**config.mk**
```make
export PLATFORM = sky130hd
export DESIGN_NAME = analog_level_change_detector_top
export DESIGN_NICKNAME = d
export VERILOG_FILES = /design/src/rtl/ald_pkg.sv /design/src/rtl/ald_avg.sv /design/src/rtl/ald_window.sv /design/src/rtl/analog_level_change_detector_top.sv
export SDC_FILE = /design/constraint.sdc
export NUM_CORES = 1
export LEC_CHECK = 0
export BUFFER_PORTS_ARGS = -buffer_cell sky130_fd_sc_hd__clkbuf_2
export CORE_MARGIN = 3
export CORE_UTILIZATION = 45
export DETAILED_ROUTE_END_ITERATION = 12
export SYNTH_ARGS = -nofsm -noshare
export SYNTH_HDL_FRONTEND = slang
export SYNTH_SLANG_ARGS = --single-unit
```
**constraint.sdc**
```tcl
create_clock -name clk_i -period 9.4 [get_ports clk_i]
set_clock_uncertainty 0.05 [all_clocks]
set_input_delay 1.41 -clock clk_i [delete_from_list [all_inputs] [get_ports clk_i]]
set_output_delay 1.41 -clock clk_i [all_outputs]
set_load 0.005 [all_outputs]
```
**src/rtl/ald_pkg.sv**
```systemverilog
// Shared types and constants for the analog level change detector.
package ald_pkg;

  localparam int unsigned SAMPLE_BITS_DEF = 12;
  localparam int unsigned INTERVAL_W      = 16;
  localparam int unsigned THRESH_W        = 12;
  localparam int unsigned HOLDOFF_W       = 8;
  localparam int unsigned TALLY_W         = 16;
  localparam int unsigned CFG_IDX_W       = 2;
  localparam int unsigned CFG_DATA_W      = 16;

  localparam int unsigned CUTOFF_SHIFT = 3;
  localparam int unsigned AVG_SHIFT    = 8;

  localparam logic [INTERVAL_W-1:0] INTERVAL_RST = 16'd40;
  localparam logic [THRESH_W-1:0]   THRESH_RST   = 12'd24;
  localparam logic [HOLDOFF_W-1:0]  HOLDOFF_RST  = 8'd3;

  localparam logic [CFG_IDX_W-1:0] REG_DETECT_INTERVAL  = 2'd0;
  localparam logic [CFG_IDX_W-1:0] REG_CHANGE_THRESHOLD = 2'd1;
  localparam logic [CFG_IDX_W-1:0] REG_HOLDOFF_WINDOWS  = 2'd2;

  typedef enum logic [1:0] {
    DIR_NONE = 2'd0,
    DIR_RISE = 2'd1,
    DIR_FALL = 2'd2
  } dir_e;

  typedef struct packed {
    logic fire;
    logic is_read;
    logic seed;
  } step_t;

endpackage

```
**src/rtl/ald_avg.sv**
```systemverilog
// Running average register with seeding and outlier rejection.
module ald_avg
  import ald_pkg::*;
#(
  parameter int unsigned SAMPLE_BITS = SAMPLE_BITS_DEF
) (
  input  logic                   clk_i,
  input  logic                   rst_ni,
  input  logic                   fire_i,
  input  logic                   is_read_i,
  input  logic [SAMPLE_BITS-1:0] sample_i,
  output logic                   seed_o,
  output logic [SAMPLE_BITS-1:0] avg_next_o
);

  localparam int unsigned SUM_W = SAMPLE_BITS + AVG_SHIFT;
  localparam int unsigned CUT_W = SAMPLE_BITS + CUTOFF_SHIFT;

  logic [SAMPLE_BITS-1:0] avg_q, avg_d;
  logic                   seeded_q, seeded_d;
  logic [CUT_W-1:0]       cutoff;
  logic [SUM_W-1:0]       sum;
  logic [SAMPLE_BITS-1:0] smoothed;

  assign cutoff   = {avg_q, {CUTOFF_SHIFT{1'b0}}};
  assign sum      = {avg_q, {AVG_SHIFT{1'b0}}} - SUM_W'(avg_q) + SUM_W'(sample_i);
  assign smoothed = (CUT_W'(sample_i) > cutoff) ? avg_q : sum[SUM_W-1:AVG_SHIFT];

  always_comb begin
    avg_d    = avg_q;
    seeded_d = seeded_q;
    if (!is_read_i) begin
      avg_d    = seeded_q ? smoothed : sample_i;
      seeded_d = 1'b1;
    end
  end

  assign seed_o     = !seeded_q;
  assign avg_next_o = avg_d;

  always_ff @(posedge clk_i or negedge rst_ni) begin
    if (!rst_ni) begin
      avg_q    <= '0;
      seeded_q <= 1'b0;
    end else if (fire_i) begin
      avg_q    <= avg_d;
      seeded_q <= seeded_d;
    end
  end

endmodule

```
**src/rtl/ald_window.sv**
```systemverilog
// Window counter, holdoff, direction tracking and event tally.
module ald_window
  import ald_pkg::*;
#(
  parameter int unsigned SAMPLE_BITS = SAMPLE_BITS_DEF
) (
  input  logic                   clk_i,
  input  logic                   rst_ni,
  input  step_t                  step_i,
  input  logic [SAMPLE_BITS-1:0] avg_next_i,
  input  logic [INTERVAL_W-1:0]  interval_i,
  input  logic [THRESH_W-1:0]    thresh_i,
  input  logic [HOLDOFF_W-1:0]   holdoff_i,
  output logic [TALLY_W-1:0]     tally_o,
  output logic                   detected_o,
  output logic                   down_o
);

  localparam int unsigned CMP_W = ((SAMPLE_BITS > THRESH_W) ? SAMPLE_BITS : THRESH_W) + 1;

  logic [INTERVAL_W-1:0]  pos_q, pos_d;
  logic [SAMPLE_BITS-1:0] start_q, start_d, start_eff;
  logic [HOLDOFF_W-1:0]   hold_q, hold_d;
  dir_e                   dir_q, dir_d;
  logic [TALLY_W-1:0]     tally_q, tally_d;

  logic [INTERVAL_W:0] pos_inc;
  logic                win_end, rise, fall, det;
  logic [CMP_W-1:0]    avg_c, start_c, thr_c;

  assign pos_inc   = {1'b0, pos_q} + 1'b1;
  assign win_end   = pos_inc >= {1'b0, interval_i};
  assign start_eff = step_i.seed ? avg_next_i : start_q;
  assign avg_c     = CMP_W'(avg_next_i);
  assign start_c   = CMP_W'(start_eff);
  assign thr_c     = CMP_W'(thresh_i);
  assign rise      = (avg_c > start_c + thr_c) && (dir_q != DIR_RISE);
  assign fall      = (avg_c + thr_c < start_c) && (dir_q != DIR_FALL);
  assign det       = !step_i.is_read && win_end && (hold_q == '0) && (rise || fall);

  always_comb begin
    pos_d   = pos_q;
    start_d = start_q;
    hold_d  = hold_q;
    dir_d   = dir_q;
    tally_d = tally_q;
    if (step_i.is_read) begin
      tally_d = '0;
    end else begin
      start_d = start_eff;
      if (win_end) begin
        pos_d   = '0;
        start_d = avg_next_i;
        if (hold_q == '0) begin
          if (det) begin
            dir_d   = rise ? DIR_RISE : DIR_FALL;
            tally_d = tally_q + 1'b1;
            hold_d  = holdoff_i;
          end
        end else begin
          hold_d = hold_q - 1'b1;
        end
      end else begin
        pos_d = pos_inc[INTERVAL_W-1:0];
      end
    end
  end

  assign tally_o    = step_i.is_read ? tally_q : tally_d;
  assign detected_o = det;
  assign down_o     = det && fall;

  always_ff @(posedge clk_i or negedge rst_ni) begin
    if (!rst_ni) begin
      pos_q   <= '0;
      start_q <= '0;
      hold_q  <= '0;
      dir_q   <= DIR_NONE;
      tally_q <= '0;
    end else if (step_i.fire) begin
      pos_q   <= pos_d;
      start_q <= start_d;
      hold_q  <= hold_d;
      dir_q   <= dir_d;
      tally_q <= tally_d;
    end
  end

endmodule

```
**src/rtl/analog_level_change_detector_top.sv**
```systemverilog
// Top level of the analog level change detector.
//
// Each input beat is either an ADC sample (kind_i low) or a read-and-clear
// of the event count (kind_i high). Every input beat yields exactly one
// output beat carrying the running average, the event count, and the
// detection flags for that beat.
// A beat is captured in an input register and its result is computed into
// the output register when the beat advances out of the input register.
// One beat per cycle is sustained while the receiver accepts results; the
// average and window state are updated as each beat advances.
// When the receiver stalls, the result waits in the output register while
// one more beat is held in the input register; in_ready_o then drops.
// Reset clears the average, window state, event count and both registers,
// and loads the default interval, threshold and holdoff values.
// Configuration writes must be made only while no beat is in flight.
module analog_level_change_detector_top
  import ald_pkg::*;
#(
  parameter int unsigned SAMPLE_BITS = SAMPLE_BITS_DEF
) (
  input  logic                   clk_i,
  input  logic                   rst_ni,
  input  logic                   cfg_we_i,
  input  logic [CFG_IDX_W-1:0]   cfg_index_i,
  input  logic [CFG_DATA_W-1:0]  cfg_data_i,
  input  logic                   in_valid_i,
  output logic                   in_ready_o,
  input  logic                   kind_i,
  input  logic [SAMPLE_BITS-1:0] sample_i,
  output logic                   out_valid_o,
  input  logic                   out_ready_i,
  output logic [SAMPLE_BITS-1:0] average_o,
  output logic [TALLY_W-1:0]     event_count_o,
  output logic                   change_detected_o,
  output logic                   went_down_o
);

  logic [INTERVAL_W-1:0] interval_q;
  logic [THRESH_W-1:0]   thresh_q;
  logic [HOLDOFF_W-1:0]  holdoff_q;

  logic                   s1_valid_q;
  logic                   s1_kind_q;
  logic [SAMPLE_BITS-1:0] s1_sample_q;
  logic                   s1_adv;

  logic                   out_valid_q;
  logic [SAMPLE_BITS-1:0] avg_out_q;
  logic [TALLY_W-1:0]     cnt_out_q;
  logic                   det_out_q, down_out_q;

  step_t                  step;
  logic                   seed;
  logic [SAMPLE_BITS-1:0] avg_next;
  logic [TALLY_W-1:0]     tally;
  logic                   detected, down;

  always_ff @(posedge clk_i or negedge rst_ni) begin
    if (!rst_ni) begin
      interval_q <= INTERVAL_RST;
      thresh_q   <= THRESH_RST;
      holdoff_q  <= HOLDOFF_RST;
    end else if (cfg_we_i) begin
      unique case (cfg_index_i)
        REG_DETECT_INTERVAL:  interval_q <= cfg_data_i[INTERVAL_W-1:0];
        REG_CHANGE_THRESHOLD: thresh_q   <= cfg_data_i[THRESH_W-1:0];
        REG_HOLDOFF_WINDOWS:  holdoff_q  <= cfg_data_i[HOLDOFF_W-1:0];
        default: ;
      endcase
    end
  end

  assign s1_adv     = s1_valid_q && (!out_valid_q || out_ready_i);
  assign in_ready_o = !s1_valid_q || s1_adv;

  always_ff @(posedge clk_i or negedge rst_ni) begin
    if (!rst_ni) begin
      s1_valid_q <= 1'b0;
    end else if (in_valid_i && in_ready_o) begin
      s1_valid_q <= 1'b1;
    end else if (s1_adv) begin
      s1_valid_q <= 1'b0;
    end
  end

  always_ff @(posedge clk_i) begin
    if (in_valid_i && in_ready_o) begin
      s1_kind_q   <= kind_i;
      s1_sample_q <= sample_i;
    end
  end

  assign step = '{fire: s1_adv, is_read: s1_kind_q, seed: seed};

  ald_avg #(
    .SAMPLE_BITS(SAMPLE_BITS)
  ) u_avg (
    .clk_i      (clk_i),
    .rst_ni     (rst_ni),
    .fire_i     (s1_adv),
    .is_read_i  (s1_kind_q),
    .sample_i   (s1_sample_q),
    .seed_o     (seed),
    .avg_next_o (avg_next)
  );

  ald_window #(
    .SAMPLE_BITS(SAMPLE_BITS)
  ) u_window (
    .clk_i      (clk_i),
    .rst_ni     (rst_ni),
    .step_i     (step),
    .avg_next_i (avg_next),
    .interval_i (interval_q),
    .thresh_i   (thresh_q),
    .holdoff_i  (holdoff_q),
    .tally_o    (tally),
    .detected_o (detected),
    .down_o     (down)
  );

  always_ff @(posedge clk_i or negedge rst_ni) begin
    if (!rst_ni) begin
      out_valid_q <= 1'b0;
    end else if (s1_adv) begin
      out_valid_q <= 1'b1;
    end else if (out_ready_i) begin
      out_valid_q <= 1'b0;
    end
  end

  always_ff @(posedge clk_i) begin
    if (s1_adv) begin
      avg_out_q  <= avg_next;
      cnt_out_q  <= tally;
      det_out_q  <= detected;
      down_out_q <= down;
    end
  end

  assign out_valid_o       = out_valid_q;
  assign average_o         = avg_out_q;
  assign event_count_o     = cnt_out_q;
  assign change_detected_o = det_out_q;
  assign went_down_o       = down_out_q;

  a_down_needs_event: assert property (@(posedge clk_i) disable iff (!rst_ni)
    out_valid_o && went_down_o |-> change_detected_o)
    else $error("falling flag without a detected event");

  a_empty_stage_ready: assert property (@(posedge clk_i) disable iff (!rst_ni)
    !s1_valid_q |-> in_ready_o)
    else $error("input stage empty but not ready");

  a_advance_fills_output: assert property (@(posedge clk_i) disable iff (!rst_ni)
    s1_adv |=> out_valid_o)
    else $error("advanced beat did not reach the output register");

  a_read_no_event: assert property (@(posedge clk_i) disable iff (!rst_ni)
    s1_adv && s1_kind_q |=> !change_detected_o && !went_down_o)
    else $error("read beat reported an event");

endmodule

```
* Word level (Yosys, flattened, before mapping)
Index checks and enable logic that the tools add are counted.
** Storage, ports and cells
- Flip-flop bits (word level) :: 148
- Latch bits :: 0
- Memory bits (writable) :: 0
- Memory bits (read-only) :: 0
- Bits of input ports :: 36
- Word-level logic and storage cells :: 77
- Memories kept :: 0
** Operators by class
- Add/subtract/negate cells :: 7
- Multiply operators :: 0
- Divide/modulo/power cells :: 0
- $lt $le $gt $ge :: 4
- Eq/ne operators :: 5
- Shift-type cells :: 0
- Multiplexer cells :: 18
- Bitwise logic cells :: 1
- Reduce and logical (&&, ||, !) cells :: 24
** Operator list (count)
- 16-bit two-way mux :: 6
- 12-bit two-way mux :: 5
- 12-bit by 12-bit adder with 13-bit output :: 2
- 20-bit by 12-bit adder with 20-bit output :: 1
- 20-bit by 12-bit subtractor with 20-bit output :: 1
- 16-bit by 1-bit adder with 17-bit output, second input constant :: 1
- 17-bit by 16-bit >= comparator with 1-bit output :: 1
- 16-bit by 1-bit adder with 16-bit output, second input constant :: 1
- 8-bit two-way mux :: 2
- 12-bit by 15-bit greater-than comparator with 1-bit output :: 1
- 12-bit by 13-bit greater-than comparator with 1-bit output :: 1
- 13-bit by 12-bit < comparator with 1-bit output :: 1
- 1-bit logical AND :: 8
- 8-bit logical NOT :: 1
- 2-bit AND reduction :: 4
- 8-bit by 1-bit subtractor with 8-bit output, second input constant :: 1
- 5-bit AND reduction :: 1
- 1-bit two-way mux :: 4
- 2-bit inequality test, second input constant :: 2
- 4-bit AND reduction :: 1
- 2-bit nonzero test :: 2
- 1-bit logical NOT :: 3
- 1-bit logical OR :: 3
- 2-bit by 1-bit equality test with 1-bit output, second input constant :: 1
- other kinds (5) :: 5

* Logic depth before layout (Yosys ltp)
- Depth after elaboration :: 16
- Mapped depth :: 35
- Depth with buffers taken out :: 34

* Modules after synthesis
From an unflattened synthesis, not the netlist that was laid out.
** Unflattened totals
- Cell total of the unflattened synthesis :: 1059
- Area total of the unflattened synthesis :: 10507.6 um2
** By module, submodules not included
- ald_window :: instances 1, cells an instance 613, area an instance 5351.4 um2, sequential area each 1351.3 um2
- analog_level_change_detector_top :: instances 1, cells an instance 128, area an instance 2743.9 um2, sequential area each 2249.7 um2
- ald_avg :: instances 1, cells an instance 318, area an instance 2412.3 um2, sequential area each 325.3 um2

* Worst setup path before layout
Ideal clock, no wire load.
- Path kind :: register to register
- From :: register s1_sample_q[8]
- To :: register u_window.tally_q[10]
- Library setup time :: 0.126 ns
- Arrival time :: 7.003 ns
- Required time :: 9.224 ns
- Path slack :: 2.221 ns
- Stages on the path, launching flop included :: 33
- Period minus slack after synthesis :: 7.179 ns
- Cell sequence :: edfxtp_1 > ha_1 > a21o_1 > a21oi_1 > nor2b_1 > o21a_1 > o31ai_1 > clkbuf_1 > nor2_1 > a21oi_1 > a21oi_1 > mux2_2 > ha_1 > a21o_1 > a21oi_1 > o21bai_1 > a21oi_1 > nor2b_1 > o21a_1 > o21a_1 > o21a_1 > o41a_1 > xor2_1 > ha_1 > a211o_1 > a21oi_1 > o2111ai_1 > a211o_1 > a21boi_4 > or4_4 > buf_6 > o311a_1 > a221o_1
** On the way
- Longest elaborated chain between the ends :: 14
- Elaborated cells on any way between the ends :: 18
- Classes of those cells :: 3 x add/sub; 3 x order compare; 8 x mux; 4 x reduce/logical
** Ends and longest elaborated chain
- start, declared :: RTL line analog_level_change_detector_top.sv:44 : logic [SAMPLE_BITS-1:0] s1_sample_q;
- start signal, assigned :: RTL line analog_level_change_detector_top.sv:89 : s1_sample_q <= sample_i;
- 20-bit by 12-bit adder with 20-bit output / 12-bit by 15-bit greater-than comparator with 1-bit output (equally long branches) :: RTL line ald_avg.sv:26, ald_avg.sv:27
- 12-bit two-way mux (*) :: RTL line ald_avg.sv:27 : assign smoothed = (CUT_W'(sample_i) > cutoff) ? avg_q : sum[SUM_W-1:AVG_SHIFT];
- 12-bit two-way mux (*) :: RTL line ald_avg.sv:33 : avg_d = seeded_q ? smoothed : sample_i;
- 12-bit two-way mux (*) :: RTL line ald_avg.sv:32 : if (!is_read_i) begin
- named net avg_next[1] :: RTL line analog_level_change_detector_top.sv:54 : logic [SAMPLE_BITS-1:0] avg_next;
- 12-bit two-way mux :: RTL line ald_window.sv:33 : assign start_eff = step_i.seed ? avg_next_i : start_q;
- 12-bit by 12-bit adder with 13-bit output :: RTL line ald_window.sv:37 : assign rise = (avg_c > start_c + thr_c) && (dir_q != DIR_RISE);
- 12-bit by 13-bit greater-than comparator with 1-bit output :: RTL line ald_window.sv:37
- 1-bit logical AND :: RTL line ald_window.sv:37
- 1-bit logical OR (*) :: RTL line ald_window.sv:39 : assign det = !step_i.is_read && win_end && (hold_q == '0) && (rise || fall);
- 1-bit logical AND (*) :: RTL line ald_window.sv:39
- 16-bit two-way mux (*) :: RTL line ald_window.sv:55 : if (det) begin
- 16-bit two-way mux (*) :: RTL line ald_window.sv:54 : if (hold_q == '0) begin
- 16-bit two-way mux (*) :: RTL line ald_window.sv:51 : if (win_end) begin
- 16-bit two-way mux (*) :: RTL line ald_window.sv:47 : if (step_i.is_read) begin
- end signal, assigned :: RTL line ald_window.sv:85 : tally_q <= tally_d;
- end, declared :: RTL line ald_window.sv:25 : logic [TALLY_W-1:0] tally_q, tally_d;
Mark *: on every way through the listed nets, which the timed path passes. The rest lies on a longest branch.
A chain may end at the register's enable or synchronous reset.

* Worst setup path after layout
- From :: register u_avg.avg_q[8]
- To :: register u_window.tally_q[2]
** On the way
- Longest elaborated chain between the ends :: 15
- Elaborated cells on any way between the ends :: 19
- Classes of those cells :: 4 x add/sub; 3 x order compare; 8 x mux; 4 x reduce/logical
** Ends and longest elaborated chain
- start, declared :: RTL line ald_avg.sv:19 : logic [SAMPLE_BITS-1:0] avg_q, avg_d;
- start signal, assigned :: RTL line ald_avg.sv:46 : avg_q <= avg_d;
- 20-bit by 12-bit subtractor with 20-bit output :: RTL line ald_avg.sv:26 : assign sum = {avg_q, {AVG_SHIFT{1'b0}}} - SUM_W'(avg_q) + SUM_W'(sample_i);
- 20-bit by 12-bit adder with 20-bit output :: RTL line ald_avg.sv:26
- 12-bit two-way mux (*) :: RTL line ald_avg.sv:27
- 12-bit two-way mux (*) :: RTL line ald_avg.sv:33
- 12-bit two-way mux (*) :: RTL line ald_avg.sv:32
- named net avg_next[3] :: RTL line analog_level_change_detector_top.sv:54
- 12-bit two-way mux :: RTL line ald_window.sv:33
- 12-bit by 12-bit adder with 13-bit output :: RTL line ald_window.sv:37
- 12-bit by 13-bit greater-than comparator with 1-bit output :: RTL line ald_window.sv:37
- 1-bit logical AND :: RTL line ald_window.sv:37
- 1-bit logical OR (*) :: RTL line ald_window.sv:39
- 1-bit logical AND (*) :: RTL line ald_window.sv:39
- 16-bit two-way mux (*) :: RTL line ald_window.sv:55
- 16-bit two-way mux (*) :: RTL line ald_window.sv:54
- 16-bit two-way mux (*) :: RTL line ald_window.sv:51
- 16-bit two-way mux (*) :: RTL line ald_window.sv:47
Marked as above.

==> impl_summary.log <==
[metrics] proportion of power drawn by combinational gates: 59.7%
[metrics] area share of and/or/nand/nor cells after synthesis: 15.2%
[metrics] clock transition at the register clock pins on the worst setup and hold paths after CTS: around 70 ps
[metrics] Core ar.: between 0.02 and 0.025 mm^2
[metrics] setup repair after global routing missed its margin: false
[metrics] Area Growth Syn to Fin: 11.6%
[metrics] number of nets with antenna violations after detailed routing: 0
[metrics] number of antenna repair diodes: 0
[metrics] share of synthesized area occupied by flip-flops and latches: 39.1%
[metrics] maximum number of buffers from clock root to sink: 2
[metrics] internal cell power: 2.14 mW
[metrics] hold depth: 2
[metrics] most frequent cells after synthesis: 123 x nand2_1, 104 x ha_1, 99 x dfrtp_1, 94 x o21ai_0, 74 x inv_1
[metrics] most common cell in the synthesized netlist: nand2_1
[metrics] Setup crit end: u_window.tally_q[2]
[metrics] buffers added on ports: 67
[metrics] share of final-layout standard cells stronger than drive strength 1: 13.7%
[metrics] clock share of power: 16.8%
[metrics] layout filler cell count: 2,053
[metrics] number of maximum-capacitance constraint violations: 0
[metrics] number of nets in the synthesized netlist: around 1,200
[metrics] R2R Path End: u_window.tally_q[2]
[metrics] Synth Instances: ~1,100
[metrics] area share of the leading cell type in the synthesized netlist: 24.7%
[metrics] complex-gate fraction of the synthesized area: 17.3%
[metrics] Reg2Reg Depth: 30
[metrics] launching element of the worst setup path: u_avg.avg_q[8]
[metrics] number of storage elements in the synthesis netlist: 148
[metrics] PwrDens: between 300 and 400 mW/mm^2
[metrics] Crit path buffers/inverters: 3
[metrics] EDFF count, synth: 43
[metrics] wire length reported by the detailed router: 25,200 um
[metrics] prevailing post-synth register cell: dfrtp_1
[metrics] overflow left after global routing: 0
[metrics] placed cell area: 0.0107 mm^2
[metrics] Reg-to-Reg Start: u_avg.avg_q[8]
[metrics] Avg Synthesized Cell Area: 9.43 um^2
[metrics] total number of yosys warnings: 0
[metrics] Max Slew Vio Count: 0
[metrics] post-detailed-placement half-perimeter wirelength: roughly 19,000 um
[metrics] largest area contributor in the synthesized netlist: dfrtp_1
[metrics] worst stage delay on the critical path: between 600 and 700 ps
[metrics] Worst IR Drop VDD: 0.157 mV
[metrics] clock sink count: around 150
[metrics] Area contributors post-synth: dfrtp_1 25%, ha_1 13%, edfxtp_1 13%, o21ai_0 4.7%, nand2_1 4.6%
[metrics] largest family of logic cells by synthesized area: compound AO/OA/AOI/OAI gates
[metrics] global-route wire length before repair: 41,400 um
[metrics] die outline area: approximately 0.024 mm^2
[metrics] Multi-input gate area: 0.00569 mm^2
[metrics] setup slack on the worst flop-to-flop path: 1610 ps
[metrics] total non-filler cell area in the finished layout: 0.0112 mm^2
[metrics] Critical Path Start Type: flop
[metrics] remaining design rule violation count: 0
[metrics] slowest cell on the critical path: or4_4
[metrics] buffer type at the clock tree root: clkbuf_16
[metrics] synthesized cell area: 0.0100 mm^2
[metrics] clock tree from TritonCTS: built
[metrics] Switching Power: 1.68 mW
[metrics] adder and majority cell fraction of the synthesized area: 14.1%
[metrics] number of optimization iterations in the first detailed-route pass: 5
[metrics] Iter 0 DRT Violations: 533
[metrics] CTS Buf Count: 17
[metrics] parity-gate share of the synthesized area counting xor and xnor cells: approximately 5%
[metrics] final hold violation count: 0
[metrics] data required time at the worst endpoint: ~9700 ps
[metrics] min-delay src: u_window.start_q[11]
[metrics] Die Wd: 155 um
[metrics] achievable clock frequency: about 130 MHz
[metrics] CTS resizes: 0
[metrics] crit-path max FO: 15
[metrics] leak pwr: 5.25 nW
[metrics] distinct cell type count after synthesis: between 70 and 80
[metrics] pin count of the biggest net entering global routing: 58
[metrics] H-tree level count: 4
[metrics] number of hold buffers added after CTS: 0
[metrics] placer's final routability congestion estimate: 0.891
[metrics] class of the most critical hold timing path: flop to flop
[metrics] Period Utilization, post-route: 82.9%
[metrics] worst-skew pair later-pin latency: 430 ps
[metrics] number of nets at the end of the flow: 1,270
[metrics] overall via count from detail_route: 8,035
[metrics] Setup Crit Path Kind: flop to flop
[metrics] wire per inst: 17.8 um
[metrics] total number of cells along the worst setup path: 30
[metrics] share of synthesized area spent on multiplexers: under 10%
[metrics] chip height: 155 um
[metrics] element type at the critical path end: flop
[metrics] via count of the first global-routing pass: 7,722
[metrics] number of cell rows: 54
[metrics] buffers inserted during post-CTS setup optimization: 0
[metrics] IO Count: 68
[metrics] initial standard-cell utilization of the core: 45.9%
[metrics] total track usage: 21.5%
[metrics] time the final worst path needs with I/O delays and setup: 7790 ps
[metrics] Worst Max-Slew Pin Slew: 1080 ps
[metrics] sequential share of power: 23.5%
[metrics] antenna violations before repair: 0
[metrics] post-synthesis async set-or-reset flop share: 70.9%
[metrics] critical path data arrival time: approximately 8100 ps
[metrics] Setup TNS: 0 ps
[metrics] final-report setup violation count: 0
[metrics] switching fraction of total power: a little over two fifths
[metrics] detailed-route vias per instance: 5.67
[metrics] status: finished, final reports clean
[metrics] worst-case headroom to the max-slew limit: 27.7%
[metrics] Sequential Area: 0.00393 mm^2
[metrics] cell type group with the largest total delay on the critical path: compound AO/OA/AOI/OAI gates
metal layers:
layer	part of all wire, %	global-route usage (%)	vias up
li1	-	-	3954
met1	48	31.4	3845
met2	46	33.8	215
met3	4.7	3.20	21
met4	1.1	5.42	0
met5	0	0	-
cell type report:
class                           count  area share [%]
Sequential cell                   148            35.0
Inverter                           76            2.54
Clock buffer                       21            4.21
Tap cell                          280            3.12
Multi-Input combinational cell    804            50.8
Clock inverter                     11           0.658
Timing Repair Buffer               77            3.68
through the flow:
step | util, % | cells | setup slack (ps) | power (mW) | hold slack (ps)
2_1_floorplan | - | 1066 | 2220 | 2.59 | 399
3_3_place_gp | 48.7 | 1385 | 1760 | 3.14 | 417
3_5_place_dp | 48.7 | 1385 | 1640 | 3.16 | 422
4_1_cts | 51.2 | 1417 | 1610 | 3.83 | 439
5_1_grt | 51.2 | 1417 | 1040 | 4.19 | 464
6_report | 51.2 | 1417 | 1610 | 3.82 | 432
cells in the final DEF (no fill, tap or decap), drive strengths merged, types with 7 or more instances in the layout:
cell    Yosys  layout
a21o       16      16
a21oi      61      61
a221o       9       9
and3       22      22
buf         8      11
clkbuf     30      87
clkinv      1       8
dfrtp      99      99
edfxtp     43      43
ha        104     104
inv        75      79
mux2       28      28
mux2i      17      17
nand2     123     123
nand2b     11      11
nand3      31      31
nor2       50      50
nor2b      13      13
nor3       30      30
o21a       17      17
o21ai      97      97
or3         7       7
xnor2      35      35
xor2       23      23
worst register-to-register path, delay by kind of cell (launching register included):
kind,cells,cell delay [ps]
flip-flops,1,420
AND/OR/NAND/NOR,5,1150
adder cells (fa/ha/maj),4,1470
XOR/XNOR,2,460
AO/OA/AOI/OAI,16,3640
buffers and inverters,3,520
power by group through the flow:
stage / registers [mW] / logic [mW] / clock network [mW]
after floorplan: 0.870 / 1.72 / 0
after global placement: 0.905 / 2.24 / 0
after detailed placement: 0.905 / 2.26 / 0
after CTS: 0.895 / 2.28 / 0.659
after global routing: 0.907 / 2.59 / 0.690
final: 0.896 / 2.28 / 0.642
sequential cells by signal, summed over array words and instances, names as in the netlist, 16 cells and up:
signal,flops
event_count_o,16
u_window.pos_q,16
u_window.tally_q,16
interval_q,16
kinds of logic (layout without fill, tap and decap cells):
logic type	count (synthesis)	after routing
AOI/OAI and AO/OA	272	272
xor gates and xnor gates	58	58
adders and majority gates	110	110
buffers and inverters	114	185
DFF	148	148
muxes	45	45
and+or+nand+nor	319	319
worst min path at each step:
stage	endpoint	slack, ps
detailed placement	u_window.start_q[11]	420
global placement	u_window.start_q[0]	420
finish	u_window.start_q[11]	430
floorplan	u_window.start_q[0]	400
CTS	u_window.start_q[11]	440
global route	u_window.start_q[0]	460
(Power assumes the default switching activity.)
